File: src/design/euler_cfl_timestep_min_core_macros.svh
// Assertion macros used by the controller RTL file.
`ifndef EULER_CFL_TIMESTEP_MIN_CORE_MACROS_SVH
`define EULER_CFL_TIMESTEP_MIN_CORE_MACROS_SVH
`ifndef SYNTHESIS
`define ECFL_ASSERT_IMPLY(lbl, ante, cons) \
  lbl: assert property (@(posedge clk) disable iff (rst) (ante) |-> (cons)) \
    else $error("ecfl: same-cycle check failed");
`define ECFL_ASSERT_NEXT(lbl, ante, cons) \
  lbl: assert property (@(posedge clk) disable iff (rst) (ante) |=> (cons)) \
    else $error("ecfl: next-cycle check failed");
`else
`define ECFL_ASSERT_IMPLY(lbl, ante, cons)
`define ECFL_ASSERT_NEXT(lbl, ante, cons)
`endif
`endif

File: src/design/ecfl_pkg.sv
package ecfl_pkg;

  // Configuration register indexes and reset values
  localparam int CFG_INDEX_W = 2;
  localparam int CFG_DATA_W  = 31;
  localparam logic [CFG_INDEX_W-1:0] CFG_GAMMA   = 2'd0;
  localparam logic [CFG_INDEX_W-1:0] CFG_SIZE_X  = 2'd1;
  localparam logic [CFG_INDEX_W-1:0] CFG_SIZE_Y  = 2'd2;
  localparam logic [CFG_INDEX_W-1:0] CFG_COURANT = 2'd3;

  localparam logic [17:0] GAMMA_RESET   = 18'd91750;
  localparam logic [30:0] SIZE_RESET    = 31'd65536;
  localparam logic [16:0] COURANT_RESET = 17'd58982;
  localparam logic [17:0] GAMMA_ONE     = 18'd65536;

  // Shared divider sizes: widest dividend is (|u|+c) << 32
  localparam int DIV_W      = 81;
  localparam int DIVISOR_W  = 64;
  localparam int DIV_CNT_W  = 7;

  localparam logic [63:0] SAT64 = '1;
  localparam logic [31:0] SAT32 = '1;

  typedef struct packed {
    logic [30:0] density;
    logic signed [31:0] momentum_x;
    logic signed [31:0] momentum_y;
    logic [30:0] total_energy;
    logic last_cell;
  } ecfl_in_t;

  typedef struct packed {
    logic [31:0] dt_estimate;
    logic pressure_clamped;
  } ecfl_out_t;

  typedef enum logic [2:0] {
    MUL_AX, MUL_AY, MUL_P, MUL_GP, MUL_EST
  } mul_op_t;

  typedef enum logic [2:0] {
    DIV_SU, DIV_SV, DIV_KE, DIV_C2, DIV_RX, DIV_RY, DIV_DT
  } div_op_t;

  typedef struct packed {
    logic    load_in;
    logic    mul_en;
    mul_op_t mul_op;
    logic    div_start;
    logic    div_capture;
    div_op_t div_op;
    logic    sqr_load;
    logic    sqr_acc;
    logic    p_load;
    logic    sqrt_start;
    logic    sqrt_capture;
    logic    min_update;
    logic    emit;
  } ecfl_cmd_t;

  typedef struct packed {
    logic div_busy;
    logic div_done;
    logic sqrt_busy;
    logic sqrt_done;
    logic last_cell;
  } ecfl_status_t;

endpackage

File: src/design/ecfl_ctrl.sv
`include "euler_cfl_timestep_min_core_macros.svh"

module ecfl_ctrl (
  input  logic                   clk,
  input  logic                   rst,
  input  logic                   in_valid,
  output logic                   in_ready,
  output logic                   out_valid,
  input  logic                   out_ready,
  input  ecfl_pkg::ecfl_status_t status,
  output ecfl_pkg::ecfl_cmd_t    cmd
);

  typedef enum logic [4:0] {
    S_IDLE, S_SU_GO, S_SU_WAIT, S_SV_GO, S_SV_WAIT,
    S_MX, S_MY, S_SUM, S_KE_GO, S_KE_WAIT,
    S_MP, S_PCAP, S_MGP, S_C2_GO, S_C2_WAIT,
    S_SQ_GO, S_SQ_WAIT, S_RX_GO, S_RX_WAIT, S_RY_GO, S_RY_WAIT,
    S_DT_GO, S_DT_WAIT, S_UPD, S_MEST, S_EMIT
  } state_t;

  state_t state;
  state_t state_next;
  logic   emit_fire;

  assign in_ready  = (state == S_IDLE);
  assign emit_fire = (state == S_EMIT) && (!out_valid || out_ready);

  // Sequence the per-cell work; each wait state holds until its unit is done
  always_comb begin
    state_next = state;
    cmd        = '0;
    case (state)
      S_IDLE: begin
        cmd.load_in = in_valid;
        if (in_valid) begin
          state_next = S_SU_GO;
        end
      end
      S_SU_GO: begin
        cmd.div_op    = ecfl_pkg::DIV_SU;
        cmd.div_start = 1'b1;
        state_next    = S_SU_WAIT;
      end
      S_SU_WAIT: begin
        cmd.div_op      = ecfl_pkg::DIV_SU;
        cmd.div_capture = status.div_done;
        if (status.div_done) begin
          state_next = S_SV_GO;
        end
      end
      S_SV_GO: begin
        cmd.div_op    = ecfl_pkg::DIV_SV;
        cmd.div_start = 1'b1;
        state_next    = S_SV_WAIT;
      end
      S_SV_WAIT: begin
        cmd.div_op      = ecfl_pkg::DIV_SV;
        cmd.div_capture = status.div_done;
        if (status.div_done) begin
          state_next = S_MX;
        end
      end
      S_MX: begin
        cmd.mul_en = 1'b1;
        cmd.mul_op = ecfl_pkg::MUL_AX;
        state_next = S_MY;
      end
      S_MY: begin
        cmd.mul_en   = 1'b1;
        cmd.mul_op   = ecfl_pkg::MUL_AY;
        cmd.sqr_load = 1'b1;
        state_next   = S_SUM;
      end
      S_SUM: begin
        cmd.sqr_acc = 1'b1;
        state_next  = S_KE_GO;
      end
      S_KE_GO: begin
        cmd.div_op    = ecfl_pkg::DIV_KE;
        cmd.div_start = 1'b1;
        state_next    = S_KE_WAIT;
      end
      S_KE_WAIT: begin
        cmd.div_op      = ecfl_pkg::DIV_KE;
        cmd.div_capture = status.div_done;
        if (status.div_done) begin
          state_next = S_MP;
        end
      end
      S_MP: begin
        cmd.mul_en = 1'b1;
        cmd.mul_op = ecfl_pkg::MUL_P;
        state_next = S_PCAP;
      end
      S_PCAP: begin
        cmd.p_load = 1'b1;
        state_next = S_MGP;
      end
      S_MGP: begin
        cmd.mul_en = 1'b1;
        cmd.mul_op = ecfl_pkg::MUL_GP;
        state_next = S_C2_GO;
      end
      S_C2_GO: begin
        cmd.div_op    = ecfl_pkg::DIV_C2;
        cmd.div_start = 1'b1;
        state_next    = S_C2_WAIT;
      end
      S_C2_WAIT: begin
        cmd.div_op      = ecfl_pkg::DIV_C2;
        cmd.div_capture = status.div_done;
        if (status.div_done) begin
          state_next = S_SQ_GO;
        end
      end
      S_SQ_GO: begin
        cmd.sqrt_start = 1'b1;
        state_next     = S_SQ_WAIT;
      end
      S_SQ_WAIT: begin
        cmd.sqrt_capture = status.sqrt_done;
        if (status.sqrt_done) begin
          state_next = S_RX_GO;
        end
      end
      S_RX_GO: begin
        cmd.div_op    = ecfl_pkg::DIV_RX;
        cmd.div_start = 1'b1;
        state_next    = S_RX_WAIT;
      end
      S_RX_WAIT: begin
        cmd.div_op      = ecfl_pkg::DIV_RX;
        cmd.div_capture = status.div_done;
        if (status.div_done) begin
          state_next = S_RY_GO;
        end
      end
      S_RY_GO: begin
        cmd.div_op    = ecfl_pkg::DIV_RY;
        cmd.div_start = 1'b1;
        state_next    = S_RY_WAIT;
      end
      S_RY_WAIT: begin
        cmd.div_op      = ecfl_pkg::DIV_RY;
        cmd.div_capture = status.div_done;
        if (status.div_done) begin
          state_next = S_DT_GO;
        end
      end
      S_DT_GO: begin
        cmd.div_op    = ecfl_pkg::DIV_DT;
        cmd.div_start = 1'b1;
        state_next    = S_DT_WAIT;
      end
      S_DT_WAIT: begin
        // A zero rate yields an all-ones quotient, which saturates as required
        cmd.div_op      = ecfl_pkg::DIV_DT;
        cmd.div_capture = status.div_done;
        if (status.div_done) begin
          state_next = S_UPD;
        end
      end
      S_UPD: begin
        cmd.min_update = 1'b1;
        state_next     = status.last_cell ? S_MEST : S_IDLE;
      end
      S_MEST: begin
        cmd.mul_en = 1'b1;
        cmd.mul_op = ecfl_pkg::MUL_EST;
        state_next = S_EMIT;
      end
      S_EMIT: begin
        // Hold until the output register is free
        cmd.emit = emit_fire;
        if (emit_fire) begin
          state_next = S_IDLE;
        end
      end
      default: state_next = S_IDLE;
    endcase
  end

  // State and output valid
  always_ff @(posedge clk) begin
    if (rst) begin
      state     <= S_IDLE;
      out_valid <= 1'b0;
    end else begin
      state <= state_next;
      if (emit_fire) begin
        out_valid <= 1'b1;
      end else if (out_ready) begin
        out_valid <= 1'b0;
      end
    end
  end

  `ECFL_ASSERT_IMPLY(a_div_start_idle, cmd.div_start, !status.div_busy)
  `ECFL_ASSERT_IMPLY(a_sqrt_start_idle, cmd.sqrt_start, !status.sqrt_busy)
  `ECFL_ASSERT_IMPLY(a_ready_units_idle, in_ready, !status.div_busy && !status.sqrt_busy)
  `ECFL_ASSERT_NEXT(a_emit_sets_valid, emit_fire, out_valid)

endmodule

File: config.mk
export PLATFORM = sky130hd
export DESIGN_NAME = ecfl_ctrl
export DESIGN_NICKNAME = d
export VERILOG_FILES = /design/src/design/ecfl_pkg.sv /design/src/design/ecfl_ctrl.sv
export VERILOG_INCLUDE_DIRS = /design/src /design/src/design
export SDC_FILE = /design/constraint.sdc
export NUM_CORES = 1
export LEC_CHECK = 0
export ABC_AREA = 0
export BUFFER_PORTS_ARGS = -buffer_cell sky130_fd_sc_hd__buf_2
export CELL_PAD_IN_SITES_DETAIL_PLACEMENT = 0
export CELL_PAD_IN_SITES_GLOBAL_PLACEMENT = 1
export CORE_ASPECT_RATIO = 0.7
export CORE_MARGIN = 4
export CORE_UTILIZATION = 36
export DETAILED_ROUTE_END_ITERATION = 8
export PLACE_DENSITY = 0.92
export SLEW_MARGIN = 20
export SYNTH_ARGS = -nofsm -noshare
export SYNTH_HDL_FRONTEND = slang
export SYNTH_SLANG_ARGS = --single-unit
File: constraint.sdc
create_clock -name clk -period 3.9 [get_ports clk]
set_input_delay 0.39 -clock clk [delete_from_list [all_inputs] [get_ports clk]]
set_output_delay 0.39 -clock clk [all_outputs]
set_load 0.02 [all_outputs]
==> results.txt <==
Status: finished clean
# setup viols final: 0
Die Wd: 62.63 µm
Post-route ant nets: 0
Number of DRC markers after the initial detailed-route iteration: 64
Reg-to-reg setup timing slack: 1780 ps
Worst Max-Slew Pin Slew: 834.2 ps
FMAX: 395.6 MHz
Via/cell ratio: 5.840
Most used flip-flop cell after synthesis: dfxtp_1
CTS root buffer: clkbuf_4
Vias in the first global route: 715
Syn-to-layout area delta: 15.47%
Mux cell area share after synthesis: 2.662%
Worst r2r src: state[2]$_SDFFE_PP0P_
CP Data Required Time: 3510 ps
CP Capture Type: output port
Largest net degree at the start of global routing: 25
EDFF count, synth: 0
CP startpoint kind: flop
Initial antenna violation count: 0
FFs w/ async S/R, synth: 0%
DP HPWL: 1.421 mm
Setup Skew: 2.906 ps
Postcts setup bufs: 0
Clock latency on the worst-skew pair: 250 ps
Worst Path Arrival: 2140 ps
Tmin final: 2528 ps
Post-Synthesis Cells: 104
XOR/XNOR share of the synthesized area: 5.657%
Hold Buf Count CTS: 0
Seq/Total Area, Yosys: 15.97%
Starting Density: 39.18%
Net count after synthesis: 113
Die Span Y: 46.24 µm
CTS clk-pin slew, worst paths: 50 ps
Fin. Hold Viols: 0
Final wirelength: 1.990 mm
WL/cell: 13.82 µm
Yosys top cell by area: dfxtp_1
Gr ovfl total: 0
Post-Synth Adder-Cell Area: 0%
Routability cong.: 0.7348
WHS Path Cells: 2
Antenna cells: 0
Synth Register Bits: 6
Max Transition Viols Final: 0
Clock Path Buffers: 2
Most numerous cell in the Yosys netlist: nand2_1
DR vias: 841
Global-route wire length before repair: 3.153 mm
NumNets Final: 133
Synth cell types: 43
GRT Util Overall: 13.69%
DR DRC count: 0
1st-pass router iterations: 4
R2r worst-path depth: 5
Fin Setup TNS: 0 ps
Power per cell area: 638.1 mW/mm²
Worst Hold Class: in -> reg
Compound-Gate Fraction of Synth Area: 31.28%
RR Endpoint: state[4]$_SDFFE_PP0P_
Post_cts resized: 0
Most frequent cells after synthesis: nand2_1, nor2_1, dfxtp_1, nor3_1, o21ai_1
Ratio of final minimum period to clock period: 64.81%
Post-synth top area share: 15.97%
Finished Core Util: 45.24%
Worst-path fanout max: 21
Clock Sinks: 6
Largest cells by area after synthesis: dfxtp_1, nand2_1, nor2_1, nand2b_1, nor3_1
Yosys Warn Count: 0
Max-slew headroom: 44.31%
Die area: 0.002896 mm²
Synth Cell Area: 752.0 µm²
Worst Hold End: state[0]$_SDFFE_PP0P_
Hold_sp: rst
Core area: 0.001919 mm²
Setup Crit Path Kind: reg -> out
Static Leakage: 0.3459 nW
RSZ-0062 raised after global routing: no
H-Tree Depth: 1
Largest family of logic cells by synthesized area: simple AND/OR/NAND/NOR gates
CTS tree: done
Synthesized area per cell: 7.230 µm²
Number of CTS-inserted buffers: 3
Max Cap Viol: 0
Post-Synth Simple-Gate Area: 35.61%
Filler Cells Inserted: 225
VDD IR max: 0.0002668 V
IO buf count: 25
# IOs: 28
Rows: 13
Share of layout cells above drive strength 1: 27.87%
metrics by stage:
step	hold slack (ps)	power, mW	setup slack, ps	cell area (µm²)	instances
finish	381.6	0.5541	1372	868.3	144
CTS	369.5	0.5589	1414	868.3	144
detailed placement	501.1	0.4958	1692	845.8	141
floorplan	459.1	0.4228	1668	752.0	104
global route	378.8	0.5954	1212	868.3	144
global placement	486.4	0.4838	1683	845.8	141
power by group:
group	leakage (nW)	internal (mW)	switching, mW
registers	0.0490	0.0779	0.0810
clock network	0.0138	0.0349	0.0234
logic	0.283	0.145	0.192
cell type report:
type / instances / area, µm² / area share, %
Multi-Input combinational cell: 86 / 565.5 / 65.13
Sequential cell: 6 / 120.1 / 13.83
Inverter: 2 / 7.507 / 0.8646
Timing Repair Buffer: 25 / 125.1 / 14.41
Clock buffer: 3 / 22.52 / 2.594
Tap cell: 22 / 27.53 / 3.170
flip-flops by register name, summed over array words and instances, names as in the netlist:
| name | cells |
|---|---|
| out_valid | 1 |
| state | 5 |
cells in the final DEF (no fill, tap or decap):
cell / instances
a2111oi_0: 1
a211oi_1: 4
a21boi_1: 1
a21oi_1: 5
a22oi_4: 1
a2bb2oi_1: 1
a311oi_1: 1
a31oi_1: 1
a32oi_1: 1
and2_1: 3
and2b_1: 1
and3_1: 2
and3b_4: 1
buf_2: 25
clkbuf_4: 3
dfxtp_1: 6
inv_1: 1
inv_2: 1
mux2i_1: 2
nand2_1: 12
nand2b_1: 5
nor2_1: 11
nor2b_1: 1
nor3_1: 6
nor3b_1: 1
nor4_2: 1
nor4bb_1: 2
o21a_1: 2
o21ai_0: 2
o21ai_1: 6
o22ai_1: 2
o311ai_4: 1
o31ai_1: 1
o32ai_1: 1
or2b_1: 1
or3_1: 1
or3b_1: 1
xnor2_1: 2
xnor2_2: 1
xor2_1: 1
metal layers:
layer	track usage, %	wire (µm)	vias to the layer above
met5	0	0	-
met4	2.632	8	0
met3	4.146	109	2
met2	21.61	918	29
met1	18.68	952	397
li1	-	-	413
how the worst max path moves through the flow:
stage                           from       to  slack, ps  cells after the start
2_1_floorplan  state[3]$_SDFFE_PP0P_   cmd[9]       1670                      3
3_3_place_gp   state[2]$_SDFFE_PP0P_  cmd[15]       1680                      5
3_5_place_dp   state[2]$_SDFFE_PP0P_  cmd[15]       1690                      5
4_1_cts        state[2]$_SDFFE_PP0P_  cmd[15]       1410                      5
5_1_grt        state[3]$_SDFFE_PP0P_  cmd[10]       1210                      5
6_report       state[2]$_SDFFE_PP0P_  cmd[15]       1370                      5
logic make-up after synthesis:
logic type	count (synthesis)
AND/OR/NAND/NOR	49
AO/OA/AOI/OAI	31
buffers and inverters	12
flip-flops	6
XOR/XNOR	4
multiplexers	2
worst max-delay path, cell delays in order (launching register included):
cell and delay (ps):
dfxtp_1 770, nand2b_1 350, a311oi_1 330, a31oi_1 70
o32ai_1 160, buf_2 210
(Power assumes the default switching activity.)
